==> config.mk <==
export PLATFORM = sky130hd
export DESIGN_NAME = nbt_div
export DESIGN_NICKNAME = d
export VERILOG_FILES = /design/src/rtl/core/assert_macros.svh /design/src/rtl/core/nbt_pkg.sv /design/src/rtl/core/nbt_div.sv
export SDC_FILE = /design/constraint.sdc
export NUM_CORES = 1
export LEC_CHECK = 0
export BUFFER_PORTS_ARGS = -buffer_cell sky130_fd_sc_hd__buf_2
export CAP_MARGIN = 20
export CORE_MARGIN = 8
export CORE_UTILIZATION = 59
export CTS_CLUSTER_SIZE = 8
export DETAILED_ROUTE_END_ITERATION = 10
export PLACE_DENSITY = 0.84
export SLEW_MARGIN = 30
export SYNTH_ARGS = -nofsm -noshare
export SYNTH_HDL_FRONTEND = slang
export SYNTH_SLANG_ARGS = --single-unit
export TNS_END_PERCENT = 1
==> constraint.sdc <==
create_clock -name clk -period 6.2 [get_ports clk]
set_input_delay 0.31 -clock clk [delete_from_list [all_inputs] [get_ports clk]]
set_output_delay 0.31 -clock clk [all_outputs]
set_load 0.02 [all_outputs]
==> src/rtl/core/assert_macros.svh <==
// Assertion macros used by the RTL of the trainer block
`ifndef ASSERT_MACROS_SVH
`define ASSERT_MACROS_SVH
`ifndef NO_ASSERTIONS
// Same-cycle implication, disabled in reset
`define NBT_ASSERT_IMP(lbl, clk, rst_n, ante, cons) \
  lbl: assert property (@(posedge clk) disable iff (!rst_n) (ante) |-> (cons)) \
    else $error("assertion failed");
// Next-cycle implication, disabled in reset
`define NBT_ASSERT_NXT(lbl, clk, rst_n, ante, cons) \
  lbl: assert property (@(posedge clk) disable iff (!rst_n) (ante) |=> (cons)) \
    else $error("assertion failed");
`else
`define NBT_ASSERT_IMP(lbl, clk, rst_n, ante, cons)
`define NBT_ASSERT_NXT(lbl, clk, rst_n, ante, cons)
`endif
`endif

==> src/rtl/core/nbt_pkg.sv <==
// Types, constants and helpers of the naive Bayes trainer
`timescale 1ns / 1ps
package nbt_pkg;
  localparam int FEATURE_COUNT = 1024;
  localparam int FEAT_BITS     = $clog2(FEATURE_COUNT);
  localparam int WORD_BITS     = 64;
  localparam int BIT_SEL_BITS  = $clog2(WORD_BITS);
  localparam int WORD_SLOTS    = FEATURE_COUNT / WORD_BITS;
  localparam int WIDX_BITS     = $clog2(WORD_SLOTS);
  localparam int COUNT_BITS    = 32;
  localparam int FRAC_BITS     = 16;
  localparam int Q_BITS        = FRAC_BITS + 1;
  localparam int DIV_BITS      = COUNT_BITS + 1;
  localparam int PCT_BITS      = 7;
  localparam int PCT_MAX       = 100;
  localparam int PCT_RESET     = 25;
  localparam int SEEN_BITS     = FEAT_BITS + 1;

  localparam logic [Q_BITS-1:0] ONE_Q = Q_BITS'(1) << FRAC_BITS;

  typedef enum logic [1:0] {
    CMD_RECORD = 2'd0,
    CMD_QUERY  = 2'd1,
    CMD_CLEAR  = 2'd2,
    CMD_NONE   = 2'd3
  } cmd_t;

  localparam logic [1:0] LBL_CLEAN    = 2'd0;
  localparam logic [1:0] LBL_INFECTED = 2'd1;

  typedef enum logic [5:0] {
    S_IDLE   = 6'b000001,
    S_CLEAR  = 6'b000010,
    S_COMMIT = 6'b000100,
    S_QREAD  = 6'b001000,
    S_DSTART = 6'b010000,
    S_DWAIT  = 6'b100000
  } state_t;

  // Divider request and response
  typedef struct packed {
    logic                start;
    logic [DIV_BITS-1:0] num;
    logic [DIV_BITS-1:0] den;
  } div_req_t;

  typedef struct packed {
    logic              done;
    logic [Q_BITS-1:0] quot;
  } div_rsp_t;

  function automatic logic [COUNT_BITS-1:0] sat_inc(input logic [COUNT_BITS-1:0] v);
    sat_inc = (v == {COUNT_BITS{1'b1}}) ? v : v + COUNT_BITS'(1);
  endfunction
endpackage

==> src/rtl/core/nbt_div.sv <==
// Bit-serial fractional divider with clamp to 1.0
`timescale 1ns / 1ps
module nbt_div (
  input  logic              clk,
  input  logic              rst_n,
  input  nbt_pkg::div_req_t req,
  output nbt_pkg::div_rsp_t rsp
);
  import nbt_pkg::*;

  localparam int CNT_BITS = $clog2(FRAC_BITS + 1);

  logic [DIV_BITS:0]   rem_r,  rem_nxt;
  logic [DIV_BITS-1:0] den_r,  den_nxt;
  logic [FRAC_BITS-1:0] q_r,   q_nxt;
  logic [CNT_BITS-1:0] cnt_r,  cnt_nxt;
  logic                act_r,  act_nxt;
  logic                done_r, done_nxt;
  logic [Q_BITS-1:0]   quot_r, quot_nxt;
  logic [DIV_BITS:0]   rem_sh;
  logic                ge;

  assign rem_sh = {rem_r[DIV_BITS-1:0], 1'b0};
  assign ge     = rem_sh >= {1'b0, den_r};

  // Resolve trivial cases at once, else shift-subtract one bit a cycle
  always_comb begin
    rem_nxt  = rem_r;
    den_nxt  = den_r;
    q_nxt    = q_r;
    cnt_nxt  = cnt_r;
    act_nxt  = act_r;
    done_nxt = 1'b0;
    quot_nxt = quot_r;
    if (req.start) begin
      if (req.den == '0) begin
        quot_nxt = '0;
        done_nxt = 1'b1;
      end else if (req.num >= req.den) begin
        quot_nxt = ONE_Q;
        done_nxt = 1'b1;
      end else begin
        rem_nxt = {1'b0, req.num};
        den_nxt = req.den;
        q_nxt   = '0;
        cnt_nxt = CNT_BITS'(FRAC_BITS);
        act_nxt = 1'b1;
      end
    end else if (act_r) begin
      rem_nxt = ge ? rem_sh - {1'b0, den_r} : rem_sh;
      q_nxt   = {q_r[FRAC_BITS-2:0], ge};
      cnt_nxt = cnt_r - CNT_BITS'(1);
      if (cnt_r == CNT_BITS'(1)) begin
        act_nxt  = 1'b0;
        done_nxt = 1'b1;
        quot_nxt = {1'b0, q_r[FRAC_BITS-2:0], ge};
      end
    end
  end

  always_ff @(posedge clk) begin
    if (!rst_n) begin
      act_r  <= 1'b0;
      done_r <= 1'b0;
    end else begin
      act_r  <= act_nxt;
      done_r <= done_nxt;
    end
    rem_r  <= rem_nxt;
    den_r  <= den_nxt;
    q_r    <= q_nxt;
    cnt_r  <= cnt_nxt;
    quot_r <= quot_nxt;
  end

  assign rsp.done = done_r;
  assign rsp.quot = quot_r;
endmodule

# Word-level counts from Yosys, hierarchy flattened
# Index checks and enable logic that the tools add are counted.
[totals]
ff_bits = 105
out_inout_bits = 18
[classes]
addsub = 2
magnitude_cmp = 2
n_eq_ne = 4
mux = 28
bitwise = 2
n_reduce_logical = 7
[ops]
columns = ["operator", "count"]
rows = [
  ["33-bit 2-to-1 mux", 5],
  ["17-bit 2-to-1 mux", 5],
  ["15-bit 2-to-1 mux", 4],
  ["34-bit by 33-bit greater-or-equal comparator with 1-bit output", 1],
  ["33-bit greater-or-equal comparator", 1],
  ["33-bit logical NOT", 1],
  ["33-bit subtractor", 1],
  ["5-bit 2-to-1 mux", 4],
  ["1-bit 2-to-1 mux", 10],
  ["3-bit AND reduction", 3],
  ["5-bit by 1-bit == test with 1-bit output (second input constant)", 1],
  ["5-bit by 1-bit subtractor with 5-bit output (second input constant)", 1],
  ["2-bit inequality test (second input constant)", 2],
  ["2-bit nonzero test", 2],
  ["3-bit by 1-bit inequality test with 1-bit output (second input constant)", 1],
  ["1-bit inverter", 2],
  ["2-bit AND reduction", 1],
]

# Logic depth before layout (Yosys ltp)
# Gate-level depths: netlist of the first run.
[depth]
depth_word = 4
ltp_mapped = 13

# Worst setup path before layout of the first run
# OpenSTA, ideal clock, no wires.
[synth_path]
path_type = "input -> register"
startpoint = "input req[18] (netlist bit)"
endpoint = "register cnt_r[0], enable pin"
arrival_time_ns = 4.281
required_time_ns = 5.791
setup_slack_ns = 1.510
stages = 11
n_path_buf = 0
cell_sequence = "inv_1 -> ha_1 -> a21o_1 -> a21o_1 -> a21o_1 -> a21o_1 -> a21oi_1 -> o2111ai_1 -> a31o_2 -> a2111oi_4 -> a21o_1"
[synth_between]
elab_chain_len = 3
word_cells_on_any_way = 5
classes_between = "1 x order compare; 2 x eq/ne; 2 x reduce/logical"
[synth_rtl]
columns = ["element", "line", "rtl"]
rows = [
  ["start, declared", "nbt_div.sv:6", "input nbt_pkg::div_req_t req,"],
  ["33-bit greater-or-equal comparator or 33-bit logical NOT (tied branches)", "nbt_div.sv:39, nbt_div.sv:36", ""],
  ["2-bit inequality test (no source line)", "n/a", ""],
  ["3-bit AND reduction (no source line) (*)", "n/a", ""],
  ["end signal, assigned", "nbt_div.sv:72", "cnt_r <= cnt_nxt;"],
  ["end, declared", "nbt_div.sv:16", "logic [CNT_BITS-1:0] cnt_r, cnt_nxt;"],
]
# Every way passes the cells marked *; elsewhere a longest branch is shown, timed or not.
# A chain may end at the register's enable or synchronous reset.

# Worst setup path after layout of the first run
[layout_path]
startpoint = "register rem_r[4]"
endpoint = "register rem_r[29], data pin"
[layout_between]
elab_chain_len = 4
word_cells_on_any_way = 5
classes_between = "1 x add/sub; 1 x order compare; 3 x mux"
[layout_rtl]
columns = ["element", "line", "rtl"]
rows = [
  ["start, declared", "nbt_div.sv:13", "logic [DIV_BITS:0] rem_r, rem_nxt;"],
  ["start signal, assigned", "nbt_div.sv:69", "rem_r <= rem_nxt;"],
  ["33-bit subtractor or 34-bit by 33-bit greater-or-equal comparator with 1-bit output (tied branches)", "nbt_div.sv:50, nbt_div.sv:24", ""],
  ["33-bit 2-to-1 mux (*)", "nbt_div.sv:50", "rem_nxt = ge ? rem_sh - {1'b0, den_r} : rem_sh;"],
  ["33-bit 2-to-1 mux (*)", "nbt_div.sv:49", "end else if (act_r) begin"],
  ["33-bit 2-to-1 mux (*)", "nbt_div.sv:35", "if (req.start) begin"],
  ["net rem_nxt[29]", "nbt_div.sv:13", ""],
]
# Mark *: on every way through the listed nets, which the timed path passes. The rest lies on a longest branch. The select of a mux whose other input is x is not followed.

==> impl_metrics.yaml, run 1 <==
clock_network:
  clockRootBuffer: "clkbuf_16"
  worstSkewPairLatency_ns: 0.36
  cts_resized: 0
  cts_tree: "done"
  ctsHoldBuffers: 0
  clkSinkCount: 105
  clk_pin_slew_worst_paths_ns: 0.08
  ctsHtreeMaxLevel: 3
  postCtsSetupBuffers: 0
  cts_buffer_depth: 2
  cts-buffers-inserted: 9
synth:
  synth_cells: 677
  ys_types: 64
  ys.flop_type: "edfxtp_1"
  ys_seq_area_frac: 0.449
  synthArstFlopShare: 0
  synth_area_leaders: "edfxtp_1 44%, ha_1 12%, a21oi_1 4.7%"
  yosysTopAreaCellShare: 0.443
  synth-edff-count: 103
  ys_ff_latch: 105
  yosys_warnings: 0
  synth_nets: 815
  yosysMostFrequentCell: "edfxtp_1"
  syn_avg_cell_area_um2: 10.3
  yosys.area.top_type: "edfxtp_1"
  synth_area_um2: 6980
  synth_commonest_cells: "103 x edfxtp_1, 75 x inv_1, 68 x ha_1"
floorplanning:
  start_util: 0.609
  die-area_um2: 15600
  rows: 39
  ioPinCount: 87
  core-area_um2: 11500
  die_x_um: 125
  die_h_um: 125
sta:
  finClkSkew_ns: 0.00723
  setup_slack_ns: 2.49
  hold_violations: 0
  finalCritPeriodShare: 0.598
  whs_ns: 0.147
  slew_headroom: 0.372
  slew_viol_final: 0
  fin_crit_ns: 3.71
  rsz0062_at_grt: "no"
  setup_viol: 0
  fin_setup_tns_ns: 0
  fmax_mhz: 270
  tightest_slew_ns: 0.941
route:
  routed_wl_mm: 17.3
  drt_iter0_drc: 463
  ant_nets: 0
  via_per_inst: 6.11
  firstDrtPassIters: 5
  vias: 5513
  drc: 0
  post_drt_wl_per_cell_um: 19.2
power_and_ir_drop:
  p_per_area_nw_per_um2: 307
  p_int_mw: 1.54
  clockPowerShare: 0.246
  design_power_total_mw: 2.40
  peakVddDrop_v: 0.000225
  power_frac_seq: 0.390
  power_frac_comb: 0.364
  switching_share: 0.357
  p_switching_uw: 856
  p_leak_nw: 3.48
setup_path:
  r2r.worst_path.cells: 11
  crit_path_max_incr_delay_ns: 0.59
  r2r-end: "rem_r[29]"
  cpMostUsedCell: "nor2_1"
  crit_path_top_delay_cell: "a31oi_4"
  crit_path_max_fanout: 25
  path_class: "flip-flop to flip-flop"
  r2r_slack_ns: 2.49
  required_ns: 6.31
  cp.arrival_ns: 3.81
  worstPathCellList: "ha_1, a21oi_1, nor2_1, a211o_1, o21ai_1, and3_4, a21oi_4, a31oi_4, buf_4, nor2_1, a221o_1"
  start_kind: "flip-flop"
  endpoint_kind: "flip-flop"
  r2r-start: "rem_r[4]"
place:
  gp_congestion: 0.926
  dpl_cell_area_um2: 7500
  dp_hpwl_mm: 13.0
  io_buffers: 86
  place_ws_ns: 2.48
  dp_cells: 887
grt:
  grt_max_degree: 56
  grt_pass1_wl_mm: 28.5
  grt_overflow_total: 0
  track_usage: 0.223
  grt_pass1_vias: 5766
  antenna_found_initial: 0
layout:
  synthToLayoutAreaGrowth_pct: 12.0
  drive_above_1_share: 0.158
  diodes: 0
  stdcell_count: 903
  postLayoutCellArea_um2: 7820
  final_util: 0.682
  final_nets: 893
worst_hold_path:
  hold-path-endpoint: "den_r[29]"
  hold_start: "req[29]"
  hold_class: "input port to flip-flop"
  whs_path_depth: 1
flow_run:
  drv_cap: 0
run_status:
  status: "completed"
## cell type report
class | instances | area (um2)
Inverter | 76 | 285
Fill cell | 884 | 3650
Clock buffer | 9 | 225
Tap cell | 143 | 179
Sequential cell | 105 | 3130
Timing Repair Buffer | 90 | 460
Multi-Input combinational cell | 473 | 3450
Clock inverter | 7 | 86.3
## metal layers
metal	global-route usage	part of all wire
met1	0.270	0.42
met2	0.385	0.50
met3	0.0502	0.061
met4	0.0702	0.021
met5	0	0
## cells by family after synthesis
logic type	after synthesis	share of synthesized area
adder cells (fa/ha/maj)	69	0.125
buffers and inverters	99	0.0575
AND/OR/NAND/NOR	177	0.131
AO/OA/AOI/OAI	173	0.166
multiplexers	24	0.0346
XOR/XNOR	30	0.0376
flip-flops	105	0.449
## registers in the layout, summed over array words and instances, names as in the netlist
| signal | cells |
|---|---|
| act_r | 1 |
| cnt_r | 5 |
| den_r | 33 |
| done_r | 1 |
| q_r | 15 |
| quot_r | 17 |
| rem_r | 33 |
## cell usage in the layout (no fill, tap or decap), types with 9 or more instances in the layout
| cell type | Yosys | layout |
|---|---|---|
| nor2_1 | 44 | 44 |
| a21oi_1 | 65 | 65 |
| o21ai_0 | 19 | 19 |
| clkbuf_16 | 0 | 9 |
| a21o_1 | 29 | 28 |
| inv_1 | 75 | 75 |
| nand2b_1 | 10 | 10 |
| edfxtp_1 | 103 | 103 |
| nor3_1 | 9 | 9 |
| mux2i_1 | 23 | 23 |
| nand2_1 | 36 | 36 |
| xnor2_1 | 17 | 17 |
| xor2_1 | 13 | 13 |
| ha_1 | 68 | 68 |
| nor2b_1 | 20 | 20 |
| nand3_1 | 14 | 14 |
| nor4_1 | 10 | 10 |
| buf_2 | 0 | 86 |
## worst max-delay path by stage
stage	startpoint	end	slack, ns	cells past startpoint
4_1_cts	rem_r[6]	rem_r[29]	2.52	11
3_5_place_dp	req[0]	rem_r[10]	2.48	12
2_1_floorplan	req[18]	cnt_r[0]	1.51	11
5_1_grt	rem_r[4]	rem_r[29]	2.30	11
6_report	rem_r[4]	rem_r[29]	2.49	11
3_3_place_gp	req[18]	rem_r[12]	2.56	13
## power groups by stage
stage | sequential [mW] | clock, mW | combinational [mW]
final | 0.936 | 0.590 | 0.874
after global routing | 0.943 | 0.623 | 0.964
after CTS | 0.935 | 0.596 | 0.861
after detailed placement | 0.950 | 0 | 0.850
after global placement | 0.945 | 0 | 0.825
after floorplan | 0.950 | 0 | 0.646
## critical path, delay by kind of cell, from the launching register on
family	cells	cell delay [ns]
buffers and inverters	1	0.45
AOI/OAI and AO/OA	6	1.76
DFF	1	0.40
adders and majority gates	1	0.39
and+or+nand+nor	3	0.44
Note: power is estimated with default switching activity, not from simulation.
==> run 2: changes to the inputs <==
CORE_UTILIZATION = 53   (was 59)
PLACE_DENSITY = 0.8   (was 0.84)
clock period = 3.2 ns   (was 6.2 ns; I/O delays follow)
==> run 2 against run 1 <==
- register-to-register slack got worse by 2.3 ns
- critical path depth unchanged
- non-clock buffer count up 15
- sequential share of layout area is 1.1 points lower
- fmax rose by 22%
- critical path type unchanged
- highest routed layer unchanged
==> impl_metrics.yaml, run 2 (synthesis gave the netlist of run 1 again) <==
run_status:
  status: "completed"
layout:
  fillers: 1081
  synthToLayoutAreaGrowth_pct: 15.0
  register_area_um2: 3130
  top_regs: "den_r x33, rem_r x33, quot_r x17"
  mostFrequentLayoutCells: "103 x edfxtp_1, 86 x buf_2, 74 x inv_1"
  final_nets: 908
  drive_above_1_share: 0.174
  diodes: 0
  multi_input_area_um2: 3460
  final_common_cell: "edfxtp_1"
route:
  ant_nets: 0
  drc: 0
  firstDrtPassIters: 5
  routed_wl_mm: 17.2
  via_per_inst: 5.76
  post_drt_wl_per_cell_um: 18.1
  vias: 5477
  drt_iter0_drc: 393
setup_path:
  r2r-start: "rem_r[4]"
  endpoint_kind: "flip-flop"
  path_class: "flip-flop to flip-flop"
  r2r.worst_path.cells: 11
  crit_start: "rem_r[4]"
  start_kind: "flip-flop"
  crit_end: "rem_r[29]"
  crit_path_max_fanout: 14
  cp.arrival_ns: 3.15
  required_ns: 3.31
  r2r-end: "rem_r[29]"
  r2r_slack_ns: 0.16
power_and_ir_drop:
  peakVddDrop_v: 0.000328
  p_per_area_nw_per_um2: 586
  design_power_total_mw: 4.70
  p_leak_nw: 3.56
place:
  dp_hpwl_mm: 13.4
  io_buffers: 86
  gp_congestion: 0.963
floorplanning:
  die-area_um2: 17100
  start_util: 0.536
  ioPinCount: 87
  core-area_um2: 13000
  die_x_um: 131
  rows: 42
  die_h_um: 131
clock_network:
  worstSkewPairLatency_ns: 0.36
  cts_tree: "done"
  clk_pin_slew_worst_paths_ns: 0.07
  postCtsSetupBuffers: 0
  cts_buffer_depth: 2
  ctsHtreeMaxLevel: 3
  cts-buffers-inserted: 9
  clkSinkCount: 105
  clockRootBuffer: "clkbuf_16"
grt:
  track_usage: 0.211
  grt_max_degree: 33
  grt_pass1_vias: 5616
  grt_pass1_wl_mm: 27.8
  antenna_found_initial: 0
  grt_overflow_total: 0
sta:
  slew_viol_final: 0
  hold_violations: 0
  finClkSkew_ns: 0.00785
  tightest_slew_ns: 0.606
  slew_headroom: 0.592
  fmax_mhz: 329
  whs_ns: 0.0109
  finalCritPeriodShare: 0.949
  fin_crit_ns: 3.04
  setup_viol: 0
worst_hold_path:
  hold_class: "input port to flip-flop"
flow_run:
  drv_cap: 0
run 2: worst max-delay path: stages, from the launching register on:
cell,delay (ns)
edfxtp_1,0.39
ha_1,0.38
a21oi_1,0.18
nor2_1,0.07
a211o_1,0.31
o21ai_1,0.20
and3_4,0.24
a21oi_4,0.08
a31oi_4,0.26
buf_4,0.26
nor2_1,0.09
a221o_1,0.33
run 2: what timing repair did:
action                     4_1_cts  5_1_grt
hold buffers                     3        0
setup endpoints to repair        0        2
hold endpoints to repair         3        0
gates resized for setup          0        3
run 2: worst min path at each step:
stage / startpoint / end / slack [ns] / cells after the start
2_1_floorplan: req[0] / den_r[0] / 0.26 / 0
3_3_place_gp: req[30] / den_r[30] / 0.36 / 1
3_5_place_dp: req[29] / den_r[29] / 0.37 / 1
4_1_cts: req[7] / den_r[7] / 0.0003 / 1
5_1_grt: req[28] / den_r[28] / 0.008 / 1
6_report: req[7] / den_r[7] / 0.01 / 1
run 2: where the power goes:
group	leakage [nW]	total, mW	switching, mW	internal, mW
clock	0.155	1.15	0.516	0.638
sequential	1.01	1.81	0.0763	1.74
combinational	2.40	1.74	0.997	0.739
run 2: metal layers:
metal	track usage	up-vias	wire length [um]
met2	0.363	174	8650
li1	-	2655	-
met5	0	-	0
met3	0.0353	26	873
met4	0.0945	0	433
met1	0.253	2622	7240
run 2: area by class of cell:
type,instances,area share
Sequential cell,105,0.390
Inverter,76,0.0362
Clock inverter,6,0.00904
Tap cell,176,0.0274
Clock buffer,10,0.0298
Timing Repair Buffer,105,0.0759
Multi-Input combinational cell,473,0.431
run 2: stage by stage:
step / worst slack, ns / area [um2] / TNS (ns) / utilization / instances
2_1_floorplan: -0.840 / 7000 / -58.88 / - / 677
3_3_place_gp: 0.164 / 7680 / 0 / 0.589 / 932
3_5_place_dp: 0.0775 / 7680 / 0 / 0.589 / 932
4_1_cts: 0.178 / 8020 / 0 / 0.615 / 951
5_1_grt: -0.00315 / 8030 / -0.00315 / 0.616 / 951
6_report: 0.162 / 8030 / 0 / 0.616 / 951
==> run 3: changes to the inputs <==
RECOVER_POWER = 25   (was default)
==> run 3 against run 2 <==
- design area down 0.53%
- sequential power is essentially flat
- worst hold slack better by 0.010 ns
- cell count unchanged
- clock power about the same
- core utilization fell by 0.33 points
- total power about the same
- global-route usage unchanged
- largest power group unchanged
- critical path depth is the same
- sequential share of layout area up 0.21 points
- largest cell class unchanged
==> impl_metrics.yaml, run 3 (synthesis gave the netlist of run 1 again) <==
power_and_ir_drop:
  peakVddDrop_v: 0.000328
  design_power_total_mw: 4.70
  p_leak_nw: 3.47
  p_per_area_nw_per_um2: 588
grt:
  track_usage: 0.211
  grt_pass1_vias: 5616
  grt_overflow_total: 0
  grt_pass1_wl_mm: 27.8
  antenna_found_initial: 0
  grt_max_degree: 33
clock_network:
  worstSkewPairLatency_ns: 0.36
  cts-buffers-inserted: 9
  ctsHtreeMaxLevel: 3
  clkSinkCount: 105
  cts_buffer_depth: 2
  cts_tree: "done"
  clk_pin_slew_worst_paths_ns: 0.07
  clockRootBuffer: "clkbuf_16"
sta:
  hold_violations: 0
  tightest_slew_ns: 0.657
  finClkSkew_ns: 0.00755
  fin_setup_tns_ns: 0
  fin_crit_ns: 3.04
  slew_viol_final: 0
  setup_viol: 0
  setup_slack_ns: 0.164
  finalCritPeriodShare: 0.949
  fmax_mhz: 329
  slew_headroom: 0.562
place:
  place_ws_ns: 0.0775
  dp_cells: 932
  dp_hpwl_mm: 13.4
  gp_congestion: 0.963
  io_buffers: 86
route:
  drc: 0
  routed_wl_mm: 17.2
  drt_iter0_drc: 410
  dr_wl_met3_um: 856
  wl_met2_mm: 8.64
  via_per_inst: 5.77
  drt-met1-wl_mm: 7.30
  ant_nets: 0
  route.top_layer_used: "met4"
  post_drt_wl_per_cell_um: 18.1
  firstDrtPassIters: 5
  vias: 5485
floorplanning:
  die_h_um: 131
  core-area_um2: 13000
  die_x_um: 131
  ioPinCount: 87
  die-area_um2: 17100
  rows: 42
  start_util: 0.536
setup_path:
  cpMostUsedCell: "nor2_1"
  crit_path_max_incr_delay_ns: 0.39
  worstPathCellList: "ha_1, a21oi_1, nor2_1, a211o_1, o21ai_1, and3_4, a21oi_4, a31oi_4, buf_4, nor2_1, a221o_1"
  r2r-start: "rem_r[4]"
  crit_path_top_delay_cell: "edfxtp_1"
  start_kind: "flip-flop"
  cp.arrival_ns: 3.14
  r2r-end: "rem_r[29]"
  r2r.worst_path.cells: 11
  endpoint_kind: "flip-flop"
  required_ns: 3.31
  cp_top_family: "compound AO/OA/AOI/OAI gates"
  crit_path_max_fanout: 14
  critPathBufInv: 1
  r2r_slack_ns: 0.16
  path_class: "flip-flop to flip-flop"
flow_run:
  drv_cap: 0
worst_hold_path:
  hold_class: "input port to flip-flop"
  hold_start: "rst_n"
  whs_path_depth: 2
  hold-path-endpoint: "act_r"
layout:
  final_nets: 908
  stdcell_count: 951
  mostFrequentLayoutCells: "103 x edfxtp_1, 74 x inv_1, 67 x ha_1"
  final_common_cell: "edfxtp_1"
  final_util: 0.613
  drive_above_1_share: 0.130
  top_regs: "den_r x33, rem_r x33, quot_r x17"
  synthToLayoutAreaGrowth_pct: 14.4
  diodes: 0
run_status:
  status: "completed"
run 3: layout make-up:
type	count	area, um2
clock inverter	6	72.6
clock buffer	10	239
multi-input combinational	473	3460
inverter	76	290
sequential	105	3130
tap	176	220
timing repair buffer	105	567
fill	1100	5050
run 3: where the power goes:
part           switching [mW]  internal (mW)  total [mW]
clock network           0.518          0.638        1.16
registers              0.0762           1.74        1.81
logic                   0.997          0.733        1.73
total                    1.59           3.11        4.70
run 3: routing by layer:
layer  global-route usage  vias to the layer above
met3               0.0353                       26
li1                     -                     2651
met4               0.0945                        0
met2                0.363                      174
met1                0.253                     2634
met5                    0                        -
run 3: timing repair:
item	4_1_cts	5_1_grt
setup endpoints to repair	0	2
buffers inserted	0	0
gates resized for setup	0	3
endpoints found under the hold margin	3	0
hold buffers	3	0
run 3: worst max path at each step:
stage / from / endpoint / cells past startpoint
2_1_floorplan: req[51] / cnt_r[0] / 10
3_3_place_gp: req[10] / den_r[21] / 12
3_5_place_dp: req[10] / den_r[20] / 12
4_1_cts: rem_r[2] / rem_r[29] / 10
5_1_grt: rem_r[9] / rem_r[29] / 11
6_report: rem_r[4] / rem_r[29] / 11
run 3: metrics by stage:
step / hold slack, ns / instance area, um2
floorplan: 0.259 / 7000
global placement: 0.362 / 7680
detailed placement: 0.368 / 7680
CTS: 0.000309 / 8020
global route: 0.0145 / 7990
finish: 0.0210 / 7990
